$ cat config.mk
export PLATFORM = sky130hd
export DESIGN_NAME = fmmp_modmul
export DESIGN_NICKNAME = d
export VERILOG_FILES = /design/src/hdl/fmmp_pkg.sv /design/src/hdl/fmmp_modmul.sv
export VERILOG_INCLUDE_DIRS = /design/src /design/src/hdl
export SDC_FILE = /design/constraint.sdc
export NUM_CORES = 2
export LEC_CHECK = 0
export ABC_AREA = 1
export BUFFER_PORTS_ARGS = -buffer_cell sky130_fd_sc_hd__buf_2
export CAP_MARGIN = 20
export CORE_MARGIN = 10
export CORE_UTILIZATION = 51
export CTS_BUF_LIST = sky130_fd_sc_hd__clkbuf_4 sky130_fd_sc_hd__clkbuf_8
export DETAILED_ROUTE_END_ITERATION = 8
export MAX_ROUTING_LAYER = met4
export PLACE_DENSITY = 0.67
export SETUP_SLACK_MARGIN = 0.1
export SLEW_MARGIN = 20
export SYNTH_ARGS = -nofsm -noshare
export SYNTH_HDL_FRONTEND = slang
export SYNTH_SLANG_ARGS = --single-unit
$ cat constraint.sdc
create_clock -name clk -period 8.94 [get_ports clk]
set_input_delay 1.341 -clock clk [delete_from_list [all_inputs] [get_ports clk]]
set_output_delay 1.341 -clock clk [all_outputs]
set_load 0.1 [all_outputs]
$ cat src/hdl/fibonacci_mod_matrix_power_defines.svh
// assertion macros shared by the fibonacci matrix power rtl
`ifndef FIBONACCI_MOD_MATRIX_POWER_DEFINES_SVH
`define FIBONACCI_MOD_MATRIX_POWER_DEFINES_SVH

// same-cycle implication, checked on clk, off during reset
`define FMMP_ASSERT_IMP(lbl, ante, cons, msg) \
  lbl: assert property (@(posedge clk) disable iff (!rst_n) (ante) |-> (cons)) \
    else $error(msg);

// next-cycle implication, checked on clk, off during reset
`define FMMP_ASSERT_NXT(lbl, ante, cons, msg) \
  lbl: assert property (@(posedge clk) disable iff (!rst_n) (ante) |=> (cons)) \
    else $error(msg);

`endif

$ cat src/hdl/fmmp_pkg.sv
// constants and types for the fibonacci matrix power block
`timescale 1ns / 1ps

package fmmp_pkg;

  localparam int INDEX_BITS = 63;
  localparam int VAL_W      = 30;

  localparam logic [VAL_W-1:0] FIB_MOD    = 30'd1000000007;
  localparam logic [31:0]      FIB_MOD_1X = 32'd1000000007;
  localparam logic [31:0]      FIB_MOD_2X = 32'd2000000014;
  localparam logic [31:0]      FIB_MOD_3X = 32'd3000000021;
  // floor(2^60 / modulus)
  localparam logic [30:0]      BARRETT_MU = 31'd1152921496;

  typedef logic [VAL_W-1:0] val_t;

  typedef struct packed {
    logic valid;
    val_t a;
    val_t b;
  } mm_req_t;

  typedef struct packed {
    logic valid;
    val_t value;
  } mm_rsp_t;

endpackage

$ cat src/hdl/fmmp_modmul.sv
// pipelined modular multiplier with barrett reduction, one product per cycle
`timescale 1ns / 1ps
`include "fibonacci_mod_matrix_power_defines.svh"

module fmmp_modmul
  import fmmp_pkg::*;
(
  input  logic    clk,
  input  logic    rst_n,
  input  mm_req_t req_i,
  output mm_rsp_t rsp_o
);

  logic        va_r, vb_r, vc_r, vd_r, ve_r;
  logic [59:0] x_r;
  logic [61:0] q2_r;
  logic [31:0] xlo_b_r, xlo_c_r;
  logic [31:0] qp_lo_r;
  logic [31:0] r_r;
  val_t        res_r;

  logic [29:0] q3;
  logic [59:0] qp_full;
  val_t        res_nxt;

  assign q3      = q2_r[60:31];
  assign qp_full = 60'(q3) * 60'(FIB_MOD);

  always_comb begin
    if (r_r >= FIB_MOD_2X) begin
      res_nxt = VAL_W'(r_r - FIB_MOD_2X);
    end else if (r_r >= FIB_MOD_1X) begin
      res_nxt = VAL_W'(r_r - FIB_MOD_1X);
    end else begin
      res_nxt = VAL_W'(r_r);
    end
  end

  always_ff @(posedge clk) begin
    if (!rst_n) begin
      va_r <= 1'b0;
      vb_r <= 1'b0;
      vc_r <= 1'b0;
      vd_r <= 1'b0;
      ve_r <= 1'b0;
    end else begin
      va_r <= req_i.valid;
      vb_r <= va_r;
      vc_r <= vb_r;
      vd_r <= vc_r;
      ve_r <= vd_r;
    end
  end

  always_ff @(posedge clk) begin
    x_r     <= 60'(req_i.a) * 60'(req_i.b);
    q2_r    <= 62'(x_r[59:29]) * 62'(BARRETT_MU);
    xlo_b_r <= x_r[31:0];
    qp_lo_r <= qp_full[31:0];
    xlo_c_r <= xlo_b_r;
    r_r     <= xlo_c_r - qp_lo_r;
    res_r   <= res_nxt;
  end

  assign rsp_o.valid = ve_r;
  assign rsp_o.value = res_r;

  `FMMP_ASSERT_IMP(a_prod_bound, va_r, x_r < 60'(FIB_MOD) * 60'(FIB_MOD), "product too large")
  `FMMP_ASSERT_IMP(a_rem_bound, vd_r, r_r < FIB_MOD_3X, "barrett remainder out of range")
  `FMMP_ASSERT_NXT(a_out_reduced, vd_r, rsp_o.value < FIB_MOD, "result not reduced")

endmodule

==> impl_metrics.py <==
metrics = {
    "grt": {
        "grt_pass1_vias": 53500,
        "grt_max_degree": 48,
        "grtUsageTotal": 0.285,
        "grt_pass1_wl_um": 298000,
        "antenna_found_initial": 2,
        "grt_overflow": 0,
    },
    "worst_setup_path": {
        "crit_path_start": "req_i[50]",
        "cp.arrival_ns": 8.56,
        "crit_type": "in2reg",
        "worst_r2r_path_depth": 19,
        "crit_required_ns": 9.40,
        "r2r-start": "q2_r[33]",
        "end_kind": "flop",
        "start_kind": "input pin",
        "timing.rr.end": "qp_lo_r[31]",
        "reg2reg_setup_slack_ns": 1.90,
        "worst-path-max-fanout": 30,
        "endpoint": "x_r[40]",
    },
    "sta": {
        "fmax_mhz": 124,
        "worst_pin_slew_ns": 1.03,
        "hold_violations": 0,
        "tns_ns": 0,
        "post-route-min-period_ns": 8.09,
        "grt_setup_unrepaired": "no",
        "slew_violations": 0,
        "relSlewSlack": 0.309,
        "setup_viol": 0,
        "finalCritPeriodShare": 0.905,
        "finClkSkew_ns": 0.0606,
    },
    "synthesis": {
        "synth_cell_type_count": 49,
        "yosys.area.top_type": "fa_1",
        "synth_top_area_frac": 0.387,
        "syn_avg_cell_area_um2": 7.96,
        "yosys_warnings": 0,
        "syn_nets": 10000,
        "syn_inst": 7939,
        "synth_area_leaders": "fa_1, ha_1, inv_1",
        "synth-seq-cells": 253,
        "synth_seq_area_share": 0.0802,
        "syn_area_mm2": 0.0632,
    },
    "cts": {
        "cts.repair.resized": 0,
        "clk_pin_slew_ns": 0.06,
        "htreeDepth": 2,
        "cts_tree": "built",
        "postCtsSetupBuffers": 0,
        "cts.sinks": 253,
        "clk_latency_ns": 0.64,
        "cts_root_buffer": "clkbuf_8",
        "clock_path_buffers": 3,
        "cts_hold_buf": 0,
        "cts_buffers": 46,
    },
    "floorplan": {
        "rows": 129,
        "die_area_mm2": 0.138,
        "start_util": 0.512,
        "die_h_um": 372,
        "die_width_um": 372,
        "ios": 94,
        "fp.coreArea_mm2": 0.123,
    },
    "place": {
        "place_congestion": 1.04,
        "hpwl_um": 161000,
        "io_buffers": 93,
    },
    "drt": {
        "routed_via_density": 5.20,
        "vias": 49900,
        "drt-total-wl_um": 188000,
        "drt_iter0_drc": 3656,
        "drc": 0,
        "wl_per_cell_um": 19.6,
        "final_antenna_net_count": 0,
        "dr.pass1.iters": 6,
    },
    "flow_run": {
        "drv_cap": 0,
    },
    "final_layout": {
        "nets": 10000,
        "drive_gt1_frac": 0.0344,
        "syn_to_final_growth_pct": 4.94,
        "fill_cells": 12000,
    },
    "run_status": {
        "outcome": "completed",
    },
    "hold_path": {
        "holdCritPathClass": "reg2reg",
    },
}
[state kept, by name, indices dropped and copies added (netlist names), 30 cells and up]
signal	cells
qp_lo_r	32
x_r	60
r_r	32
xlo_b_r	32
q2_r	30
res_r	30
xlo_c_r	32
[metal layers]
layer | up-vias | GRT usage | part of all wire
li1 | 23100 | - | -
met1 | 24500 | 0.357 | 0.41
met2 | 1853 | 0.479 | 0.48
met3 | 405 | 0.0305 | 0.064
met4 | 0 | 0.0963 | 0.041
met5 | - | - | 0
[cell families (layout without fill, tap and decap cells)]
| family | count (synthesis) | count (layout) | synth area share |
|---|---|---|---|
| buffers and inverters | 2552 | 2577 | 0.153 |
| and+or+nand+nor | 2407 | 2407 | 0.152 |
| adders and majority gates | 2018 | 2018 | 0.545 |
| AOI/OAI and AO/OA | 546 | 546 | 0.0474 |
| DFF | 253 | 253 | 0.0802 |
| xor gates and xnor gates | 163 | 163 | 0.0226 |
| other | 0 | 3 | 0 |
[cell usage after synthesis (all sizes together)]
cell type  instances
o31ai              1
ha               796
a21oi            245
nand4             34
a211oi             4
nand3b            14
buf               26
a31oi             22
a21o              22
o211ai             8
and2               1
o221ai             1
nor4              15
nand3            207
xor2             130
o22ai              1
inv             2342
nor2             372
and3               3
o21ai            196
nand2           1721
o21a               8
a31o               1
clkinv             2
clkbuf           182
fa              1222
o21bai            27
nand2b             1
nor3              35
a21boi            10
or2                4
xnor2             33
dfxtp            253
[cells in the final DEF, fill, tap and decap left out, drive strengths merged, types with 3 or more instances in the layout]
cell type	n
nand4	34
fa	1222
buf	152
ha	796
nor4	15
a21o	22
o21a	8
a21boi	10
or2	4
a211oi	4
o21bai	27
xor2	130
o21ai	196
dfxtp	253
and3	3
clkinvlp	3
a31oi	22
clkbuf	65
nor2	372
bufinv	4
inv	2344
diode	3
o211ai	8
xnor2	33
nand3	207
nor3	35
nand2	1721
nand3b	14
a21oi	245
clkinv	9
[critical path: stages]
cell      delay [ns]
buf_2           0.65
nand2_1         0.19
fa_1            0.54
fa_1            0.57
fa_1            0.53
fa_1            0.55
inv_1           0.07
fa_1            0.57
fa_1            0.45
fa_1            0.49
inv_1           0.05
fa_1            0.48
inv_1           0.04
ha_1            0.38
nand2_1         0.13
nor2_1          0.32
nand2_1         0.18
nor2_1          0.28
nand3_1         0.14
nand3b_1        0.22
xor2_1          0.35
[stage by stage]
step	instance area, um2	utilization	hold WS, ns	worst slack (ns)	std cells
2_1_floorplan	63200	-	0.310	1.67	7939
3_3_place_gp	65300	0.529	0.310	0.341	9520
3_5_place_dp	65300	0.529	0.312	0.291	9520
4_1_cts	66300	0.538	0.281	0.945	9601
5_1_grt	66300	0.538	0.311	0.639	9602
6_report	66300	0.538	0.288	0.845	9604
[worst min-delay path by stage]
stage                startpoint           to  slack (ns)  cells past startpoint
floorplan                x_r[0]   xlo_b_r[0]        0.31                      0
global placement        x_r[22]  xlo_b_r[22]        0.31                      0
detailed placement       x_r[9]   xlo_b_r[9]        0.31                      0
CTS                 xlo_b_r[30]  xlo_c_r[30]        0.28                      0
global route        xlo_b_r[30]  xlo_c_r[30]        0.31                      0
finish              xlo_b_r[30]  xlo_c_r[30]        0.29                      0
[final cells by class]
| type | instances | area [um2] | area share |
|---|---|---|---|
| Timing Repair Buffer | 152 | 908 | 0.0137 |
| Clock buffer | 65 | 813 | 0.0123 |
| Sequential cell | 253 | 5060 | 0.0764 |
| Antenna cell | 3 | 7.51 | 0.000113 |
| Clock inverter | 16 | 203 | 0.00306 |
| Multi-Input combinational cell | 5134 | 48500 | 0.731 |
| Tap cell | 1637 | 2050 | 0.0309 |
| Inverter | 2344 | 8800 | 0.133 |
Power is left out: the tool's default activity adds up to more than one toggle a clock period on the data nets, which glitch-free logic cannot reach.
